--- src/hw/rtl/hwss_pkg.sv ---
// Shared constants, types and helpers for the health-weighted server selector.
package hwss_pkg;

  localparam int NUM_SERVERS    = 4;
  localparam int WINDOW_SAMPLES = 8;

  localparam int LAT_W      = 16;
  localparam int SRV_W      = 2;
  localparam int SEL_W      = (NUM_SERVERS > 1) ? $clog2(NUM_SERVERS) : 1;
  localparam int ERR_W      = 8;
  localparam int WGT_W      = 8;
  localparam int PTR_W      = (WINDOW_SAMPLES > 1) ? $clog2(WINDOW_SAMPLES) : 1;
  localparam int FILL_W     = $clog2(WINDOW_SAMPLES + 1);
  localparam int WIN_DEPTH  = NUM_SERVERS * WINDOW_SAMPLES;
  localparam int WIN_AW     = (WIN_DEPTH > 1) ? $clog2(WIN_DEPTH) : 1;
  localparam int SUM_W      = LAT_W + FILL_W;
  localparam int DIV_CNT_W  = $clog2(SUM_W + 1);
  localparam int PROD_W     = WGT_W + LAT_W + 1;
  localparam int CFG_IDX_W  = 3;
  localparam int CFG_DATA_W = 8;

  localparam logic [1:0] MODE_SELECT  = 2'd0;
  localparam logic [1:0] MODE_SUCCESS = 2'd1;
  localparam logic [1:0] MODE_FAILURE = 2'd2;

  localparam logic [CFG_IDX_W-1:0] REG_ERROR_THRESHOLD = 3'd0;
  localparam logic [CFG_IDX_W-1:0] REG_ENABLED_MASK    = 3'd1;
  localparam logic [CFG_IDX_W-1:0] REG_WEIGHT_ZERO     = 3'd2;
  localparam logic [CFG_IDX_W-1:0] REG_WEIGHT_ONE      = 3'd3;
  localparam logic [CFG_IDX_W-1:0] REG_WEIGHT_TWO      = 3'd4;
  localparam logic [CFG_IDX_W-1:0] REG_WEIGHT_THREE    = 3'd5;

  localparam logic [ERR_W-1:0] ERR_MAX = '1;

  typedef struct packed {
    logic [1:0]       mode;
    logic [SRV_W-1:0] server_index;
    logic [LAT_W-1:0] latency_ms;
  } request_t;

  typedef struct packed {
    logic [SRV_W-1:0] chosen_server;
    logic             health_reset;
    logic             marked_unhealthy;
  } result_t;

  typedef enum logic [2:0] {
    ST_IDLE,
    ST_FAIL,
    ST_WRITE,
    ST_SUM,
    ST_DIV,
    ST_SELECT,
    ST_FINISH
  } state_t;

  function automatic logic [WIN_AW-1:0] win_addr(input logic [SRV_W-1:0] srv,
                                                 input logic [PTR_W-1:0] slot);
    win_addr = WIN_AW'(srv) * WIN_AW'(WINDOW_SAMPLES) + WIN_AW'(slot);
  endfunction

endpackage

--- src/hw/rtl/health_weighted_server_selector.sv ---
// Top level of the health-weighted server selector: sequencer, statistics and selection.
// A selection walks the servers once and then finishes. A failure report first updates
// the error count and health flag; a success report first writes, sums and averages the window.
// The divider yields one quotient bit per cycle and the walk compares one server per cycle.
// A new transaction is accepted in the cycle that done is high; results cannot be stalled.
// Synchronous reset restores the register defaults and clears all server statistics.
module health_weighted_server_selector (
  input  logic                             clk,
  input  logic                             rst,
  input  logic                             start,
  output logic                             busy,
  input  hwss_pkg::request_t               request,
  output logic                             done,
  output hwss_pkg::result_t                result,
  input  logic                             cfg_write,
  input  logic [hwss_pkg::CFG_IDX_W-1:0]   cfg_index,
  input  logic [hwss_pkg::CFG_DATA_W-1:0]  cfg_data
);

  import hwss_pkg::*;

  state_t state, state_next;

  request_t req;

  logic [ERR_W-1:0]       err_thr;
  logic [NUM_SERVERS-1:0] en_mask;
  logic [WGT_W-1:0]       wgt     [NUM_SERVERS];
  logic [FILL_W-1:0]      fill    [NUM_SERVERS];
  logic [PTR_W-1:0]       ptr     [NUM_SERVERS];
  logic [LAT_W-1:0]       avg     [NUM_SERVERS];
  logic [ERR_W-1:0]       err     [NUM_SERVERS];
  logic [NUM_SERVERS-1:0] healthy;

  logic [FILL_W-1:0]    rd_idx;
  logic                 rd_pend;
  logic [SUM_W-1:0]     acc;
  logic [SUM_W-1:0]     quo;
  logic [FILL_W-1:0]    rem;
  logic [DIV_CNT_W-1:0] div_cnt;
  logic [SEL_W-1:0]     sel_idx;
  logic [SEL_W-1:0]     chosen;
  logic                 found;
  logic                 marked;

  logic                 ram_we;
  logic [WIN_AW-1:0]    ram_waddr;
  logic [WIN_AW-1:0]    ram_raddr;
  logic [LAT_W-1:0]     ram_rdata;

  logic [FILL_W-1:0]    fill_cur;

  logic [FILL_W:0]      rem_sh;
  logic                 div_ge;
  logic [FILL_W-1:0]    rem_new;
  logic [SUM_W-1:0]     quo_new;
  logic [ERR_W-1:0]     err_inc;
  logic                 cand;
  logic [PROD_W-1:0]    lhs;
  logic [PROD_W-1:0]    rhs;
  logic                 sum_done;

  assign fill_cur  = fill[req.server_index];
  assign ram_we    = (state == ST_WRITE);
  assign ram_waddr = win_addr(req.server_index, ptr[req.server_index]);
  assign ram_raddr = win_addr(req.server_index, rd_idx[PTR_W-1:0]);
  assign sum_done  = (rd_idx == fill_cur) && !rd_pend;

  assign rem_sh  = {rem, quo[SUM_W-1]};
  assign div_ge  = (rem_sh >= {1'b0, fill_cur});
  assign rem_new = div_ge ? FILL_W'(rem_sh - {1'b0, fill_cur}) : FILL_W'(rem_sh);
  assign quo_new = {quo[SUM_W-2:0], div_ge};

  assign err_inc = (err[req.server_index] == ERR_MAX) ? ERR_MAX
                                                      : err[req.server_index] + 1'b1;

  assign cand = en_mask[sel_idx] && healthy[sel_idx];
  assign lhs  = PROD_W'(wgt[sel_idx]) * (PROD_W'(avg[chosen]) + PROD_W'(1));
  assign rhs  = PROD_W'(wgt[chosen]) * (PROD_W'(avg[sel_idx]) + PROD_W'(1));

  hwss_ram #(
    .WIDTH (LAT_W),
    .DEPTH (WIN_DEPTH)
  ) u_window (
    .clk   (clk),
    .we    (ram_we),
    .waddr (ram_waddr),
    .wdata (req.latency_ms),
    .raddr (ram_raddr),
    .rdata (ram_rdata)
  );

  always_ff @(posedge clk) begin
    if (rst) begin
      state <= ST_IDLE;
    end else begin
      state <= state_next;
    end
  end

  always_comb begin
    state_next = state;
    busy       = (state != ST_IDLE);
    unique case (state)
      ST_IDLE: begin
        if (start) begin
          if (request.mode == MODE_SUCCESS) begin
            state_next = ST_WRITE;
          end else if (request.mode == MODE_FAILURE) begin
            state_next = ST_FAIL;
          end else begin
            state_next = ST_SELECT;
          end
        end
      end
      ST_FAIL:  state_next = ST_SELECT;
      ST_WRITE: state_next = ST_SUM;
      ST_SUM: begin
        if (sum_done) begin
          state_next = ST_DIV;
        end
      end
      ST_DIV: begin
        if (div_cnt == DIV_CNT_W'(SUM_W - 1)) begin
          state_next = ST_SELECT;
        end
      end
      ST_SELECT: begin
        if (sel_idx == SEL_W'(NUM_SERVERS - 1)) begin
          state_next = ST_FINISH;
        end
      end
      ST_FINISH: state_next = ST_IDLE;
      default:   state_next = ST_IDLE;
    endcase
  end

  always_ff @(posedge clk) begin
    if (rst) begin
      err_thr <= ERR_W'(3);
      en_mask <= '1;
      for (int i = 0; i < NUM_SERVERS; i++) begin
        wgt[i] <= WGT_W'(1);
      end
    end else if (cfg_write) begin
      unique case (cfg_index)
        REG_ERROR_THRESHOLD: err_thr <= cfg_data[ERR_W-1:0];
        REG_ENABLED_MASK:    en_mask <= cfg_data[NUM_SERVERS-1:0];
        REG_WEIGHT_ZERO:     wgt[0]  <= cfg_data[WGT_W-1:0];
        REG_WEIGHT_ONE:      wgt[1]  <= cfg_data[WGT_W-1:0];
        REG_WEIGHT_TWO:      wgt[2]  <= cfg_data[WGT_W-1:0];
        REG_WEIGHT_THREE:    wgt[3]  <= cfg_data[WGT_W-1:0];
        default: ;
      endcase
    end
  end

  always_ff @(posedge clk) begin
    if (rst) begin
      done    <= 1'b0;
      healthy <= '1;
      for (int i = 0; i < NUM_SERVERS; i++) begin
        fill[i] <= '0;
        ptr[i]  <= '0;
        avg[i]  <= '0;
        err[i]  <= '0;
      end
    end else begin
      done <= 1'b0;
      unique case (state)
        ST_IDLE: begin
          if (start) begin
            req     <= request;
            marked  <= 1'b0;
            sel_idx <= '0;
            chosen  <= '0;
            found   <= 1'b0;
          end
        end
        ST_FAIL: begin
          err[req.server_index] <= err_inc;
          if (err_inc > err_thr) begin
            healthy[req.server_index] <= 1'b0;
            marked <= healthy[req.server_index];
          end
        end
        ST_WRITE: begin
          ptr[req.server_index] <= (ptr[req.server_index] == PTR_W'(WINDOW_SAMPLES - 1))
                                   ? '0 : ptr[req.server_index] + 1'b1;
          if (fill_cur != FILL_W'(WINDOW_SAMPLES)) begin
            fill[req.server_index] <= fill_cur + 1'b1;
          end
          err[req.server_index]     <= '0;
          healthy[req.server_index] <= 1'b1;
          rd_idx  <= '0;
          rd_pend <= 1'b0;
          acc     <= '0;
        end
        ST_SUM: begin
          if (rd_idx != fill_cur) begin
            rd_idx  <= rd_idx + 1'b1;
            rd_pend <= 1'b1;
          end else begin
            rd_pend <= 1'b0;
          end
          if (rd_pend) begin
            acc <= acc + SUM_W'(ram_rdata);
          end
          if (sum_done) begin
            quo     <= acc;
            rem     <= '0;
            div_cnt <= '0;
          end
        end
        ST_DIV: begin
          quo     <= quo_new;
          rem     <= rem_new;
          div_cnt <= div_cnt + 1'b1;
          if (div_cnt == DIV_CNT_W'(SUM_W - 1)) begin
            avg[req.server_index] <= quo_new[LAT_W-1:0];
          end
        end
        ST_SELECT: begin
          sel_idx <= sel_idx + 1'b1;
          if (cand) begin
            if (!found) begin
              chosen <= sel_idx;
              found  <= 1'b1;
            end else if (lhs > rhs) begin
              chosen <= sel_idx;
            end
          end
        end
        ST_FINISH: begin
          done                    <= 1'b1;
          result.marked_unhealthy <= marked;
          result.health_reset     <= !found;
          result.chosen_server    <= found ? SRV_W'(chosen) : '0;
          if (!found) begin
            for (int i = 0; i < NUM_SERVERS; i++) begin
              if (en_mask[i]) begin
                healthy[i] <= 1'b1;
                err[i]     <= '0;
              end
            end
          end
        end
        default: ;
      endcase
    end
  end

  a_accept_busy: assert property (@(posedge clk) disable iff (rst)
    start && !busy |=> busy)
    else $error("accepted transaction did not make the block busy");

  a_done_after_finish: assert property (@(posedge clk) disable iff (rst)
    done |-> $past(state == ST_FINISH))
    else $error("done strobe without a finishing step");

  a_div_nonzero: assert property (@(posedge clk) disable iff (rst)
    state == ST_DIV |-> fill_cur != '0)
    else $error("average computed over an empty window");

endmodule

--- src/hw/rtl/hwss_ram.sv ---
// Generic single-write, single-read RAM with registered read data.
module hwss_ram #(
  parameter int WIDTH = 16,
  parameter int DEPTH = 32
) (
  input  logic                                  clk,
  input  logic                                  we,
  input  logic [((DEPTH > 1) ? $clog2(DEPTH) : 1)-1:0] waddr,
  input  logic [WIDTH-1:0]                      wdata,
  input  logic [((DEPTH > 1) ? $clog2(DEPTH) : 1)-1:0] raddr,
  output logic [WIDTH-1:0]                      rdata
);

  logic [WIDTH-1:0] mem [DEPTH];

  always_ff @(posedge clk) begin
    if (we) begin
      mem[waddr] <= wdata;
    end
    rdata <= mem[raddr];
  end

endmodule
--- config.mk ---
export PLATFORM = sky130hd
export DESIGN_NAME = health_weighted_server_selector
export DESIGN_NICKNAME = d
export VERILOG_FILES = /design/src/hw/rtl/hwss_pkg.sv /design/src/hw/rtl/health_weighted_server_selector.sv /design/src/hw/rtl/hwss_ram.sv
export SDC_FILE = /design/constraint.sdc
export NUM_CORES = 2
export LEC_CHECK = 0
export BUFFER_PORTS_ARGS = -buffer_cell sky130_fd_sc_hd__buf_2
export CAP_MARGIN = 10
export CORE_MARGIN = 5
export CORE_UTILIZATION = 43
export DETAILED_ROUTE_END_ITERATION = 8
export PLACE_DENSITY = 0.65
export SKIP_CTS_REPAIR_TIMING = 1
export SYNTH_ARGS = -nofsm -noshare
export SYNTH_HDL_FRONTEND = slang
export SYNTH_SLANG_ARGS = --single-unit
--- constraint.sdc ---
create_clock -name clk -period 7.1 [get_ports clk]
set_input_delay 0.71 -clock clk [delete_from_list [all_inputs] [get_ports clk]]
set_output_delay 0.71 -clock clk [all_outputs]
set_load 0.03 [all_outputs]
### After elaboration in Yosys (flattened, before gate mapping)

Memory sizes are Yosys's and may differ from the RTL's. A register that Yosys moved wholly into a read port is not among the register bits.
Index checks and enable logic that the tools add are counted.

| cells by class | value |
|---|---|
| add/sub/neg operators | 12 |
| multiply operators | 2 |
| $lt $le $gt $ge | 6 |
| equality and inequality tests | 34 |
| muxes and demuxes | 130 |
| bitwise gates (word level) | 13 |
| reduce and logical (&&, ||, !) cells | 34 |

Operator list:

| kind | number |
|---|---|
| two-way mux 8 bit | 11 |
| one-hot mux 20 bit (2 select lines) | 2 |
| two-way mux 1 bit | 70 |
| multiplier 8 x 17 -> 25 bit | 2 |
| two-way mux 20 bit | 2 |
| adder 16 x 1 -> 17 bit (second input constant) | 2 |
| two-way mux 2 bit | 15 |
| AND reduction 4 bit | 7 |
| inequality test 2 bit (second input constant) | 13 |
| > comparator 25 bit | 1 |
| two-way mux 3 bit | 8 |
| two-way mux 4 bit | 6 |
| adder 20 x 16 -> 20 bit | 1 |
| == test 3 bit (second input constant) | 6 |
| one-hot mux 3 bit (6 select lines) | 1 |
| two-way mux 16 bit | 1 |
| one-hot mux 4 bit (2 select lines) | 2 |
| OR reduction 16 bit | 1 |
| AND reduction 3 bit | 5 |
| == test 3 x 2 -> 1 bit (second input constant) | 4 |
| one-hot mux 4 bit (3 select lines) | 1 |
| adder 5 x 3 -> 5 bit | 2 |
| one-hot mux 5 bit (2 select lines) | 1 |
| OR 1 bit | 9 |
| 38 further kinds | 58 |

| word-level totals | value |
|---|---|
| bits in registers | 102 |
| bits in writable memories | 668 |
| input bits | 35 |
| output and inout port bits | 6 |
| memories | 6 |

Memories:

| name | depth | bits a word | read ports | clocked after memory_dff | write ports | RTL line | text |
|---|---|---|---|---|---|---|---|
| u_window.mem | 32 | 16 | 1 | 1 | 1 | hwss_ram.sv:14 | `logic [WIDTH-1:0] mem [DEPTH];` |
| avg | 4 | 16 | 2 | 2 | 4 | health_weighted_server_selector.sv:31 | `logic [LAT_W-1:0] avg [NUM_SERVERS];` |
| err | 4 | 8 | 1 | 1 | 4 | health_weighted_server_selector.sv:32 | `logic [ERR_W-1:0] err [NUM_SERVERS];` |
| wgt | 4 | 8 | 2 | 2 | 4 | health_weighted_server_selector.sv:28 | `logic [WGT_W-1:0] wgt [NUM_SERVERS];` |
| fill | 4 | 4 | 1 | 1 | 4 | health_weighted_server_selector.sv:29 | `logic [FILL_W-1:0] fill [NUM_SERVERS];` |
| ptr | 4 | 3 | 1 | 1 | 4 | health_weighted_server_selector.sv:30 | `logic [PTR_W-1:0] ptr [NUM_SERVERS];` |

### Depth between registers and ports, before layout

| logic depth | value |
|---|---|
| depth after elaboration | 8 |
| mapped depth | 34 |
| depth with buffers taken out | 31 |

### Hierarchy

From an unflattened synthesis, not the netlist that was laid out.

| second synthesis, totals | value |
|---|---|
| cell total of the unflattened synthesis | 3391 |
| area, all modules | 43467.9 µm² |

Modules (own cells, without submodules):

| module | instances | cells each | area each (µm²) | seq. area each (µm²) |
|---|---|---|---|---|
| health_weighted_server_selector | 1 | 2248 | 22933.2 | 7667.4 |
| hwss_ram | 1 | 1143 | 20534.7 | 15695.1 |

### Least setup slack after synthesis

No wires, ideal clock.

| timing path | value |
|---|---|
| path type | register -> register |
| start point | register with a tool-made name |
| end point | register with a tool-made name |
| setup time | 121 ps |
| arrival time | 7618 ps |
| data required time | 6979 ps |
| setup slack | -639 ps |
| stages on the path, launching flop included | 33 |
| path buffers | 3 |
| path through | dfxtp_1 > buf_6 > buf_6 > mux4_2 > clkbuf_1 > ha_1 > nand4_1 > and2b_4 > nand2_1 > xor2_2 > nor2_1 > fa_1 > fa_1 > fa_1 > inv_1 > fa_1 > inv_1 > ha_1 > a211oi_1 > nor2_1 > o21ai_0 > a211oi_1 > a311oi_1 > o21bai_1 > xnor2_1 > ha_1 > a211oi_1 > nor2_1 > a2111oi_2 > nand2_1 > a311o_1 > nand3_1 > mux2_2 |

==> flow_summary.rst <==
.. list-table::
   :header-rows: 1

   * - Metric
     - Value
   * - Wire length of the first global-routing pass
     - 151900 µm
   * - Fraction of final layout cells sized beyond drive strength 1
     - 24.38%
   * - Relative max-transition margin
     - 19.03%
   * - Mean Syn Cell Area
     - 13.73 µm²
   * - Height of the die
     - 324.8 µm
   * - Vias post-DR
     - 25.60k
   * - Total wire length
     - 96420 µm
   * - Effective utilization at floorplan
     - 43.29%
   * - Crit path buf inv count
     - 3
   * - Number of distinct library cell variants in the gate-level netlist after synthesis
     - 75
   * - Final design utilization
     - 50.67%
   * - H-tree levels
     - 3
   * - Critical-path cell with the highest stage delay
     - fa_1
   * - Sum of met2 wire segment lengths after detailed routing
     - 50270 µm
   * - Biggest fanout along the worst timing path
     - 4
   * - Max Root-Sink Buffers
     - 3
   * - Part of the Yosys area used for sequential elements
     - 54.84%
   * - Total setup violations reported at the end of the flow
     - 4
   * - Highest routing layer actually used
     - met4
   * - Crit Path Category
     - reg -> reg
   * - Initial antenna violation count
     - 0
   * - Number of core rows
     - 115
   * - DRT met1 WL
     - 39730 µm
   * - Layout Area Growth over Synthesis
     - 17.05%
   * - Critical path data required time
     - 7.64 ns
   * - Async S/R FF share, synth
     - 0%
   * - Routed length on met3
     - 4278 µm
   * - Overall track demand over capacity in global routing
     - 18.12%
   * - Clock latency on the worst-skew pair
     - 0.65 ns
   * - Clock sink count
     - 792
   * - Count of state elements after synthesis
     - 792
   * - Leading cell type in the layout, fill and taps excluded
     - edfxtp_1
   * - Cell Area, Placed
     - 0.04676 mm²
   * - Worst clock skew on the final layout
     - 0.05562 ns
   * - Minimum setup slack in the final design
     - -0.2813 ns
   * - Clock-pin slew on the worst setup and hold paths
     - 0.07 ns
   * - Type of the tightest min-delay check
     - in -> reg
   * - DRT iter0 DRCs
     - 1808
   * - Global-route congestion overflow total
     - 0
   * - Placer's final routability congestion estimate
     - 0.8235
   * - Most used cells in the layout excluding fill and tap cells
     - 750 x edfxtp_1, 417 x nor2_1, 318 x buf_4
   * - Number of optimization iterations in the first detailed-route pass
     - 5
   * - Number of warning messages in the yosys log
     - 0
   * - Proportion of synthesized area in mux cells
     - 11.90%
   * - Largest family of logic cells by synthesized area
     - adder cells
   * - Remaining design rule violation count
     - 0
   * - Crit. End Element
     - register
   * - Most frequent cell on the critical path
     - fa_1
   * - Number of global-route vias before repair
     - 26.70k
   * - Maximum Capacitance Violations
     - 0
   * - Violations in the final reports
     - setup timing
   * - Cell area after layout
     - 0.04987 mm²
   * - Ratio of final minimum period to clock period
     - 104.0%
   * - Adder-cell share of the synthesized area
     - 13.16%
   * - Worst R2R Path Depth
     - 29
   * - Xor and xnor fraction of the mapped netlist area
     - 2.176%
   * - Synthesized cell area
     - 0.04260 mm²
   * - Count of endpoints failing hold in the final timing report
     - 0
   * - Via-to-Cell Ratio
     - 5.350
   * - Total core area
     - 0.09842 mm²
   * - Slew @ Worst Pin
     - 1.214 ns
   * - TritonCTS clock tree
     - built
   * - Compound-cell area share of the yosys netlist
     - 4.596%
   * - Final critical-path required period
     - 7.381 ns
   * - Number of enable-type register cells in the synthesized netlist
     - 750
   * - Area of the die
     - 0.1055 mm²
   * - Port Buf Inserts
     - 40
   * - Crit. Startpoint
     - avg[3][1]
   * - Number of clock buffers inserted by TritonCTS
     - 79
   * - Critical path's largest stage delay
     - 0.57 ns
   * - IO Count
     - 41
   * - Critical Path Stages
     - 29
   * - Start of the worst register-to-register path
     - avg[3][1]
   * - Post-synthesis simple-gate area fraction
     - 9.715%
   * - Total count of max-transition violations in the final report
     - 0
   * - Post-DR wirelength/cell
     - 20.15 µm
   * - Setup repair after global routing missed its margin
     - yes
   * - Horizontal die dimension
     - 324.8 µm
   * - Post-synth top flop
     - edfxtp_1
   * - Net count of the mapped netlist
     - 3478
   * - Register-to-register setup slack
     - -0.28 ns
   * - Critical Path Start Type
     - register
   * - Top cell family by delay on the critical path
     - adder cells
   * - Status
     - finished, violations left
   * - Placed wire-length estimate
     - 66710 µm
   * - Synthesized instance count
     - 3104
   * - Root Driver
     - clkbuf_16
   * - Antenna diode count
     - 0
   * - Largest net degree at the start of global routing
     - 132
   * - Crit path DAT
     - 7.92 ns
   * - Top achievable clock speed
     - 135.5 MHz
   * - Count of nets left with antenna violations after detail routing
     - 0
   * - Final layout net count
     - 3811
## cell usage after synthesis (35+ instances only)
master,count,area (µm²)
and3_1,35,219.0
or2_2,36,225.2
xor2_1,38,332.8
mux4_2,176,3964
clkbuf_1,69,259.0
nor2_1,430,1614
inv_1,268,1006
nand2_1,179,671.9
dfxtp_1,42,840.8
a21oi_1,61,305.3
edfxtp_1,750,22520
fa_1,182,3643
xnor2_1,40,350.3
mux2i_1,89,890.9
and2_1,50,312.8
ha_1,157,1964
o21ai_0,50,250.2
## worst reg2reg max path: cells and delay by family (launching register included)
family | cells | cell delay [ns]
adders and majority gates | 6 | 2.60
muxes | 2 | 0.85
xor gates and xnor gates | 2 | 0.60
buffers and inverters | 3 | 0.25
and+or+nand+nor | 8 | 0.96
AOI/OAI and AO/OA | 8 | 1.64
DFF | 1 | 0.40
## cell type report
class                           instances  area (µm²)
Clock buffer                          102        2135
Clock inverter                         41       594.3
Fill cell                            8401       48550
Inverter                              270        1013
Multi-Input combinational cell       1923       18320
Sequential cell                       792       23370
Tap cell                             1287        1610
Timing Repair Buffer                  371        2821
## cells by family after synthesis
group | Yosys count
buf+inv | 389
flops | 792
mux | 284
simple gates | 906
xor+xnor | 93
compound gates | 301
fa+ha+maj | 339
## routing by layer
metal | vias to the layer above | track usage, %
met5 | - | 0
met4 | 0 | 4.418
met3 | 122 | 2.104
met2 | 592 | 32.74
met1 | 13030 | 23.49
li1 | 11860 | -
## sequential cells by signal, indices dropped and copies added (netlist names), 5 cells and up, named ones only
| signal | flops |
|---|---|
| quo | 20 |
| err_thr | 8 |
| u_window.rdata | 16 |
| wgt | 32 |
| ptr | 12 |
| u_window.mem | 512 |
| div_cnt | 5 |
| err | 32 |
| fill | 16 |
| acc | 20 |
| avg | 64 |
| req | 18 |
## per-stage QoR
step	setup WS [ns]	std cells	hold slack, ns	TNS (ns)
finish	-0.2813	4786	0.2427	-0.9903
global route	-0.5897	4786	0.2217	-2.264
CTS	-0.5823	4769	0.2055	-2.208
detailed placement	-0.5652	4626	0.4092	-2.088
global placement	-0.3670	4626	0.4095	-1.283
floorplan	-0.06024	3104	0.4003	-0.1205
## worst min path at each step
stage | start | end | slack (ns) | depth (start not counted)
floorplan | marked | result[0] | 0.40 | 0
global placement | marked | result[0] | 0.41 | 0
detailed placement | marked | result[0] | 0.41 | 0
CTS | request[2] | req[2] | 0.21 | 1
global route | request[9] | req[9] | 0.22 | 1
finish | request[7] | req[7] | 0.24 | 1
Power is left out: the tool's default activity adds up to more than one toggle a clock period on the data nets, which glitch-free logic cannot reach.
